**config.mk**
```make
export PLATFORM = sky130hd
export DESIGN_NAME = stream_dedup_filter
export DESIGN_NICKNAME = d
export VERILOG_FILES = /design/src/hw/rtl/sdf_pkg.sv /design/src/hw/rtl/sdf_dp.sv /design/src/hw/rtl/sdf_ctrl.sv /design/src/hw/rtl/stream_dedup_filter.sv
export VERILOG_INCLUDE_DIRS = /design/src /design/src/hw/rtl
export SDC_FILE = /design/constraint.sdc
export NUM_CORES = 2
export LEC_CHECK = 0
export BUFFER_PORTS_ARGS = -buffer_cell sky130_fd_sc_hd__buf_4
export CAP_MARGIN = 25
export CORE_MARGIN = 4
export CORE_UTILIZATION = 49
export DETAILED_ROUTE_END_ITERATION = 10
export SETUP_SLACK_MARGIN = 0.1
export SLEW_MARGIN = 10
export SYNTH_ARGS = -nofsm -noshare
export SYNTH_HDL_FRONTEND = slang
export SYNTH_SLANG_ARGS = --single-unit
```
**constraint.sdc**
```tcl
create_clock -name i_clk -period 7.5 [get_ports i_clk]
set_clock_uncertainty 0.2 [all_clocks]
set_input_delay 1.875 -clock i_clk [delete_from_list [all_inputs] [get_ports i_clk]]
set_output_delay 1.875 -clock i_clk [all_outputs]
set_load 0.05 [all_outputs]
```
**src/hw/rtl/assert_macros.svh**
```systemverilog
// ---------------------------------------------------------------------------
// assert_macros.svh
// Assertion helpers for the dedup filter; empty when SYNTH is defined.
// ---------------------------------------------------------------------------
`ifndef ASSERT_MACROS_SVH
`define ASSERT_MACROS_SVH

`ifndef SYNTH
// same-cycle implication on i_clk, quiet while i_rst_n is low
`define ASSERT_IMPLY(label, ante, cons, msg) \
    label: assert property (@(posedge i_clk) disable iff (!i_rst_n) \
        (ante) |-> (cons)) else $error(msg);
// next-cycle implication
`define ASSERT_NEXT(label, ante, cons, msg) \
    label: assert property (@(posedge i_clk) disable iff (!i_rst_n) \
        (ante) |=> (cons)) else $error(msg);
`else
`define ASSERT_IMPLY(label, ante, cons, msg)
`define ASSERT_NEXT(label, ante, cons, msg)
`endif

`endif

```
**src/hw/rtl/sdf_pkg.sv**
```systemverilog
// ---------------------------------------------------------------------------
// sdf_pkg
// Shared types and constants for the stream dedup filter.
// ---------------------------------------------------------------------------
`default_nettype none

package sdf_pkg;

    localparam int TABLE_DEPTH_DEF = 128;
    localparam int VALUE_W         = 32;
    localparam int UCOUNT_W        = 8;

    typedef struct packed {
        logic signed [VALUE_W-1:0] value;
        logic                      end_of_set;
    } t_in;

    typedef struct packed {
        logic signed [VALUE_W-1:0]  value_out;
        logic                       is_unique;
        logic        [UCOUNT_W-1:0] unique_count;
        logic                       overflow;
        logic                       set_done;
    } t_out;

    // controller -> datapath
    typedef struct packed {
        logic load;     // latch the input item, restart the scan
        logic scan;     // step the table scan
        logic finish;   // form the result, append if new
    } t_cmd;

    // datapath -> controller
    typedef struct packed {
        logic scan_done;
    } t_sts;

endpackage

`default_nettype wire

```
**src/hw/rtl/sdf_dp.sv**
```systemverilog
// ---------------------------------------------------------------------------
// sdf_dp
// Datapath: seen-value table, scan counter, compare and result register.
// ---------------------------------------------------------------------------
`default_nettype none

`include "assert_macros.svh"

module sdf_dp #(
    parameter int TABLE_DEPTH = sdf_pkg::TABLE_DEPTH_DEF
) (
    input  wire logic          i_clk,
    input  wire logic          i_rst_n,
    input  wire sdf_pkg::t_in  i_in,
    input  wire sdf_pkg::t_cmd i_cmd,
    output sdf_pkg::t_sts      o_sts,
    output logic               o_valid,
    output sdf_pkg::t_out      o_out
);

    localparam int CW = $clog2(TABLE_DEPTH + 1);
    localparam int AW = (TABLE_DEPTH > 1) ? $clog2(TABLE_DEPTH) : 1;
    localparam logic [CW-1:0] DEPTH_C = CW'(TABLE_DEPTH);

    logic [sdf_pkg::VALUE_W-1:0] mem [TABLE_DEPTH];

    logic [sdf_pkg::VALUE_W-1:0] r_rd_data;
    sdf_pkg::t_in                r_item;
    logic [CW-1:0]               r_count, n_count;
    logic [CW-1:0]               r_scan;
    logic                        r_pend;
    logic                        r_hit;
    logic                        r_valid;
    sdf_pkg::t_out               r_out, n_out;

    logic          full;
    logic          issue;
    logic          wr_en;
    logic [CW-1:0] count_new;

    assign full  = (r_count == DEPTH_C);
    assign issue = i_cmd.scan && !r_hit && (r_scan != r_count);
    assign wr_en = i_cmd.finish && !r_hit && !full;
    assign count_new = wr_en ? r_count + CW'(1) : r_count;

    assign o_sts.scan_done = (r_hit || (r_scan == r_count)) && !r_pend;

    // table: one write port, one registered read port
    always_ff @(posedge i_clk) begin
        if (wr_en) begin
            mem[r_count[AW-1:0]] <= r_item.value;
        end
        r_rd_data <= mem[r_scan[AW-1:0]];
    end

    always_comb begin
        n_out              = r_out;
        n_out.value_out    = r_item.value;
        n_out.is_unique    = !r_hit;
        n_out.unique_count = sdf_pkg::UCOUNT_W'(count_new);
        n_out.overflow     = !r_hit && full;
        n_out.set_done     = r_item.end_of_set;
        n_count            = r_item.end_of_set ? '0 : count_new;
    end

    always_ff @(posedge i_clk) begin
        if (!i_rst_n) begin
            r_count <= '0;
            r_scan  <= '0;
            r_pend  <= 1'b0;
            r_hit   <= 1'b0;
            r_valid <= 1'b0;
        end else begin
            r_valid <= i_cmd.finish;
            if (i_cmd.load) begin
                r_scan <= '0;
                r_pend <= 1'b0;
                r_hit  <= 1'b0;
            end else begin
                // read issued this cycle is compared next cycle
                r_pend <= issue;
                if (issue) begin
                    r_scan <= r_scan + CW'(1);
                end
                if (r_pend && (r_rd_data == r_item.value)) begin
                    r_hit <= 1'b1;
                end
            end
            if (i_cmd.finish) begin
                r_count <= n_count;
            end
        end
    end

    always_ff @(posedge i_clk) begin
        if (i_cmd.load) begin
            r_item <= i_in;
        end
        if (i_cmd.finish) begin
            r_out <= n_out;
        end
    end

    assign o_valid = r_valid;
    assign o_out   = r_out;

    `ASSERT_IMPLY(a_set_clears, r_valid && r_out.set_done, r_count == '0, "count not cleared at end of set")
    `ASSERT_IMPLY(a_ovf_full, r_valid && r_out.overflow && !r_out.set_done, r_count == DEPTH_C, "overflow without full table")
    `ASSERT_IMPLY(a_pend_read, r_pend, r_scan != '0 && r_scan <= r_count, "compare without a prior read")

endmodule

`default_nettype wire

```
**src/hw/rtl/sdf_ctrl.sv**
```systemverilog
// ---------------------------------------------------------------------------
// sdf_ctrl
// Controller: accepts an item, runs the table scan, then issues the result.
// ---------------------------------------------------------------------------
`default_nettype none

module sdf_ctrl (
    input  wire logic          i_clk,
    input  wire logic          i_rst_n,
    input  wire logic          i_start,
    input  wire sdf_pkg::t_sts i_sts,
    output sdf_pkg::t_cmd      o_cmd,
    output logic               o_busy
);

    typedef enum logic [1:0] {
        ST_IDLE,
        ST_SCAN,
        ST_FIN
    } t_state;

    t_state r_state, n_state;
    logic   r_busy, n_busy;

    always_comb begin
        n_state = r_state;
        case (r_state)
            ST_IDLE: begin
                if (i_start) begin
                    n_state = ST_SCAN;
                end
            end
            ST_SCAN: begin
                if (i_sts.scan_done) begin
                    n_state = ST_FIN;
                end
            end
            ST_FIN: begin
                n_state = ST_IDLE;
            end
            default: begin
                n_state = ST_IDLE;
            end
        endcase
        n_busy = (n_state != ST_IDLE);
    end

    always_ff @(posedge i_clk) begin
        if (!i_rst_n) begin
            r_state <= ST_IDLE;
            r_busy  <= 1'b0;
        end else begin
            r_state <= n_state;
            r_busy  <= n_busy;
        end
    end

    assign o_cmd.load   = i_start && (r_state == ST_IDLE);
    assign o_cmd.scan   = (r_state == ST_SCAN);
    assign o_cmd.finish = (r_state == ST_FIN);
    assign o_busy       = r_busy;

endmodule

`default_nettype wire

```
**src/hw/rtl/stream_dedup_filter.sv**
```systemverilog
// ---------------------------------------------------------------------------
// stream_dedup_filter
// Order-preserving duplicate removal over sets of signed 32-bit values.
// ---------------------------------------------------------------------------
// A transfer is taken when start is high and busy is low. Each item is
// checked against the distinct values already stored for the current set,
// one table entry per cycle through the table's single registered read
// port; the scan stops at the first match. Without a match busy stays high
// through one read per stored entry, the last compare, the cycle that
// sees the scan done and the one that forms the result. A match ends the
// scan early. A new item is taken only once busy has dropped. Exactly one
// result follows each item: o_valid is high for a single cycle and the
// result must be taken then, since the receiver cannot hold it off. busy
// drops in that same cycle, so the next item may start while the result is
// on the ports.
// A new value is appended to the table in first-seen order; with the table
// full it is reported unique with overflow set and is not stored. The item
// marked end_of_set clears the table once its result is formed. No clearing
// pass is needed after reset: only entries below the stored count are read.
// ---------------------------------------------------------------------------
`default_nettype none

`include "assert_macros.svh"

module stream_dedup_filter #(
    parameter int TABLE_DEPTH = sdf_pkg::TABLE_DEPTH_DEF
) (
    input  wire logic         i_clk,
    input  wire logic         i_rst_n,
    input  wire logic         start,
    output logic              busy,
    input  wire sdf_pkg::t_in i_in,
    output logic              o_valid,
    output sdf_pkg::t_out     o_out
);

    sdf_pkg::t_cmd cmd;
    sdf_pkg::t_sts sts;

    // sequencing: idle -> scan -> finish
    sdf_ctrl u_ctrl (
        .i_clk   (i_clk),
        .i_rst_n (i_rst_n),
        .i_start (start),
        .i_sts   (sts),
        .o_cmd   (cmd),
        .o_busy  (busy)
    );

    // table, scan counter, compare, result register
    sdf_dp #(
        .TABLE_DEPTH (TABLE_DEPTH)
    ) u_dp (
        .i_clk   (i_clk),
        .i_rst_n (i_rst_n),
        .i_in    (i_in),
        .i_cmd   (cmd),
        .o_sts   (sts),
        .o_valid (o_valid),
        .o_out   (o_out)
    );

    // accepted transfer keeps the block busy until its result
    `ASSERT_NEXT(a_accept_busy, start && !busy, busy, "busy did not rise after a transfer")
    // a result only appears as the block frees up
    `ASSERT_IMPLY(a_valid_idle, o_valid, !busy, "result while still busy")
    `ASSERT_NEXT(a_finish_valid, cmd.finish, o_valid, "finish without a result strobe")

endmodule

`default_nettype wire

```
* Word level (Yosys, flattened, before mapping) *
Memory sizes are Yosys's and may differ from the RTL's. A register that Yosys moved wholly into a read port is not among the register bits.
Cells that the tools add are included.

word-level totals
  memories = 1
  bits of input ports = 36
  bits in writable memories = 4096
  output and inout port bits = 45
  bits in registers = 98

cells by class
  reduce and logical (&&, ||, !) cells = 15
  multiplexer cells = 7
  bitwise operators = 1
  $add $sub $neg = 2
  equality and inequality tests = 6

memories
  memory    words  width  read ports  clocked after Yosys merged registers in  wr ports  RTL line      source
  u_dp.mem  128    32     1           1                                        1         sdf_dp.sv:25  logic [sdf_pkg::VALUE_W-1:0] mem [TABLE_DEPTH];

operator list
  operator                                             number
  equality test 32 bit                                 1
  adder 8 x 1 -> 8 bit, second input constant          2
  two-way mux 8 bit                                    2
  equality test 8 bit                                  1
  equality test 8 bit, second input constant           1
  logical AND 1 bit                                    8
  != test 8 bit                                        1
  two-way mux 2 bit                                    2
  one-hot mux 2 bit (2 select lines)                   1
  logical NOT 1 bit                                    3
  equality test 2 x 1 -> 1 bit, second input constant  1
  equality test 2 bit, second input constant           1
  logical NOT 2 bit                                    1
  two-way mux 1 bit                                    2
  nonzero test 2 bit                                   1
  OR reduction 2 bit                                   1
  logical OR 1 bit                                     1
  NOT 1 bit                                            1

* Longest topological paths before layout *
  depth after elaboration = 6
  gate-level depth with buffers = 12

* Modules after synthesis *
A second synthesis with hierarchy kept.

second synthesis, totals
  cells, all modules = 7307
  area, all modules = 162606.0 um^2

modules (own cells, without submodules)
  module    instances  cells an instance  seq. area each (um^2)  area an instance (um^2)
  sdf_dp    1          7293               126301.1               162472.1
  sdf_ctrl  1          14                 60.1                   133.9

* Least setup slack after synthesis *
No wires, ideal clock.

  kind = flip-flop to flip-flop
  from = reg u_dp.r_count[6]
  to = reg u_dp.r_out (netlist bit u_dp.o_out[9]), data pin
  period minus slack after synthesis = 4.962 ns
  stages on the path, launching flop included = 5
  data arrival time = 4.334 ns
  slack = 2.538 ns
  library setup time = 0.428 ns
  cell sequence = dfxtp_1 clkbuf_1 nand4_1 nor4_1 xor2_1

between the ends
  word-level cells in the longest chain between the ends = 4

ends and longest elaborated chain
  item                                                          RTL line       source
  from (decl)                                                   sdf_dp.sv:29   logic [CW-1:0] r_count, n_count;
  from (signal assigned)                                        sdf_dp.sv:90   r_count <= n_count;
  branches (longest 3 deep; another with adder 8 x 1 -> 8 bit)  --
  two-way mux 8 bit (*)                                         sdf_dp.sv:44   assign count_new = wr_en ? r_count + CW'(1) : r_count;
  via u_dp.count_new[7]                                         sdf_dp.sv:39   logic [CW-1:0] count_new;
  to (signal assigned)                                          sdf_dp.sv:100  r_out <= n_out;
  to (decl)                                                     sdf_dp.sv:34   sdf_pkg::t_out r_out, n_out;

Mark *: on every way through the listed nets, which the timed path passes.
A chain may end at the register's enable or synchronous reset.

* Final worst setup path *
  from = reg u_dp.r_count[3]
  to = mem u_dp.mem[59][1] (netlist name), enable pin

between the ends
  word-level cells in the longest chain between the ends = 5

ends and longest elaborated chain
  item                                     RTL line      source
  equality test 8 bit                      sdf_dp.sv:41  assign full = (r_count == DEPTH_C);
  logical NOT 1 bit                        sdf_dp.sv:43  assign wr_en = i_cmd.finish && !r_hit && !full;
  logical AND 1 bit                        sdf_dp.sv:43
  two-way mux 1 bit                        sdf_dp.sv:50  if (wr_en) begin
  two-way mux 1 bit (implied by the code)  sdf_dp.sv:51  mem[r_count[AW-1:0]] <= r_item.value;
  to (decl)                                sdf_dp.sv:25

Parallel ways exist; a longest one is shown, timed or not.

==> results by group <==
Run status
  • Outcome: finished, final reports clean

Clocking
  • Root Driver: clkbuf_16
  • Cts bufs inserted: 425
  • Hold buffers post-CTS: 0
  • Clk pin slew, worst setup/hold paths: 60 ps
  • TritonCTS clock tree: done
  • Setup repair bufs after CTS: 0
  • Clk_lat worst skew: 980 ps
  • CTS resizes: 0
  • CTS sink cnt: 4,226
  • Max clock buf depth: 4
  • # H-tree levels: 5

Pwr
  • Total power: 47,200 uW
  • Leakage: 0.0550 uW
  • Peak supply drop: 0.228 mV
  • PD cells: 257 nW/um^2

Yosys
  • Number of synthesis warnings: 0
  • Yosys reg bits: 4,226
  • Post-synth top cells: edfxtp_1, mux4_2, mux2i_1
  • Seq/Total Area, Yosys: 78.2%
  • Asr flop ratio synth: 0%
  • Post-synth cell types: 74
  • Top cells by area, synth: edfxtp_1, mux4_2, mux2i_1
  • Syn nets: 7,364
  • Most used DFF post-synth: edfxtp_1
  • Number of flops mapped to enable cells by yosys: 4,172
  • Cell count after synthesis: 7,325
  • Syn Std Cell Area: 162,000 um^2
  • Syn_area_per_cell: 22.1 um^2
  • Cell with the most instances after synthesis: edfxtp_1
  • Leading area contributor after synthesis: edfxtp_1
  • Top-area cell type share of the netlist area: 77.5%

Cells and area
  • Ratio of cells with drive above 1 in the final layout: 25.6%
  • Finished Layout Cells: 12.5k
  • Design Area, Final: 184,000 um^2
  • Layout area overhead: 13.6%
  • Fin nets: 7,785

Detailed routing
  • Initial drt markers: 12.4k
  • DRT Wirelength: 452 mm
  • Vias per inst: 6.41
  • Drt pass-1 iters: 6
  • Vias: 79.9k
  • Met2 routed WL: 209 mm
  • M1 WL: 178 mm
  • Detail Route Antenna Nets: 0
  • Wire length on met3: 48.3 mm
  • Top layer in use: met5
  • Drc violations: 0
  • WL per Instance: 36.2 um

Global route
  • First-pass GRT wire length: 628 mm
  • Vias in the first global route: 78.3k
  • Pin count of the biggest net entering global routing: 131
  • Total Routing Usage GR: 26.4%
  • GRT overflow: 0
  • Initial antenna violation count: 42

Worst setup path
  • Setup CP Type: reg -> reg
  • CP max FO: 32
  • Startpoint class of the critical path: flip-flop
  • Cells along the critical path: or4_1 -> o21ai_1 -> nor2_1 -> nand3_2 -> buf_4 -> nor2_4
  • Worst path max stage delay: 880 ps
  • Required time worst endpoint: 7880 ps
  • WP data arrival: 5530 ps
  • Slowest-stage cell, CP: nor2_4
  • Worst r2r path cells: 6
  • Worst Setup End Kind: flip-flop

Floorplan
  • Core ar.: 328,000 um^2
  • IO Pins: 81
  • Die width: 582 um
  • Die height: 582 um
  • Num rows: 210
  • Area of the die: 339,000 um^2
  • Initial Utilization: 49.3%

STA
  • Fin crit period: 5150 ps
  • Final count of pins violating max slew: 0
  • Tcrit/Tclk final: 68.7%
  • Fmax achieved: 194 MHz
  • Unrepaired setup endpoints after global routing: false
  • Worst Setup Slack, final: 2350 ps
  • Worst-Margin Slew: 1220 ps
  • Max_slew headroom: 18.8%
  • Setup TNS: 0 ps
  • # setup viols final: 0
  • Fin. Hold Viols: 0

Placement
  • Dpl ws: 2360 ps
  • RD Place Congestion: 0.876
  • Placed Instance Area: 170,000 um^2
  • Dpl cells: 11.6k
  • DPL Wire Length: 264 mm
  • Port Buffers: 80

Flow run
  • Max-cap violation count: 0

Hold path
  • Hold Path Depth: 0
  • Hold Crit Class: reg -> reg
==> area by class of cell <==
class                           instances  area (um^2)
Antenna cell                           11         27.5
Clock buffer                          546        11400
Clock inverter                        244         1890
Fill cell                           24171       144000
Inverter                               12         52.6
Multi-Input combinational cell       2667        33900
Sequential cell                      4226       126000
Tap cell                             4346         5440
Timing Repair Buffer                  414         4580
==> sequential cells by signal, indices dropped and copies added (netlist names), 2 cells and up <==
signal,count
u_dp.o_out,43
u_dp.mem,4096
u_dp.r_scan,8
u_dp.r_count,8
u_dp.n_out,33
u_ctrl.r_state,2
u_dp.r_rd_data,32
==> per-stage QoR <==
stage               hold slack [ps]  util, %
finish                          269     56.0
global route                    272     56.0
global placement                241     51.4
floorplan                       215        -
detailed placement              256     51.9
CTS                             270     55.9
==> placed cells by master (no fill, tap or decap), types with 68 or more instances in the layout <==
| cell type | n |
|---|---|
| edfxtp_1 | 4172 |
| buf_4 | 301 |
| nor2_1 | 87 |
| clkinv_2 | 88 |
| o221ai_1 | 80 |
| a22oi_1 | 110 |
| mux4_2 | 837 |
| o22ai_1 | 68 |
| clkbuf_1 | 101 |
| clkinv_1 | 106 |
| nor2_4 | 130 |
| nand2_1 | 119 |
| clkbuf_16 | 435 |
| a21oi_1 | 121 |
| mux2i_1 | 550 |
==> where the power goes <==
part,internal [uW],switching [uW]
clock network,11600,8840
registers,26000,28.5
logic,85.8,650
total,37700,9520
==> logic make-up (layout without fill, tap and decap cells) <==
family | Yosys count | count (layout) | share of synthesized area [%]
mux | 1443 | 1443 | 15.5
buf+inv | 432 | 1216 | 1.58
flops | 4226 | 4226 | 78.2
other cells | 0 | 11 | 0
fa+ha+maj | 3 | 3 | 0.0232
xor+xnor | 50 | 50 | 0.271
simple gates | 484 | 484 | 1.34
compound gates | 687 | 687 | 3.13
==> metal layers <==
metal / track usage (%) / vias up
met5: 0 / -
met4: 9.01 / 10
met3: 6.32 / 686
met2: 39.9 / 4417
met1: 38.0 / 42908
li1: - / 31917
==> critical path, delay by kind of cell (launching register included) <==
kind,cells,cell delay (ps)
simple gates,4,2940
flops,1,650
buf+inv,1,570
compound gates,1,340
==> final timing paths <==
path                                                   start                   endpoint  slack [ps]
worst max-delay path            u_dp.r_count[3]$_SDFFE_PN0P_  u_dp.mem[59][1]$_DFFE_PP_        2350
worst min-delay path                u_dp.n_out[32]$_DFFE_PP_   u_dp.o_out[32]$_DFFE_PP_         270
worst max register to register  u_dp.r_count[3]$_SDFFE_PN0P_  u_dp.mem[59][1]$_DFFE_PP_        2350
worst min register to register      u_dp.n_out[32]$_DFFE_PP_   u_dp.o_out[32]$_DFFE_PP_         270
No activity file was read; power rests on OpenSTA's default activity.
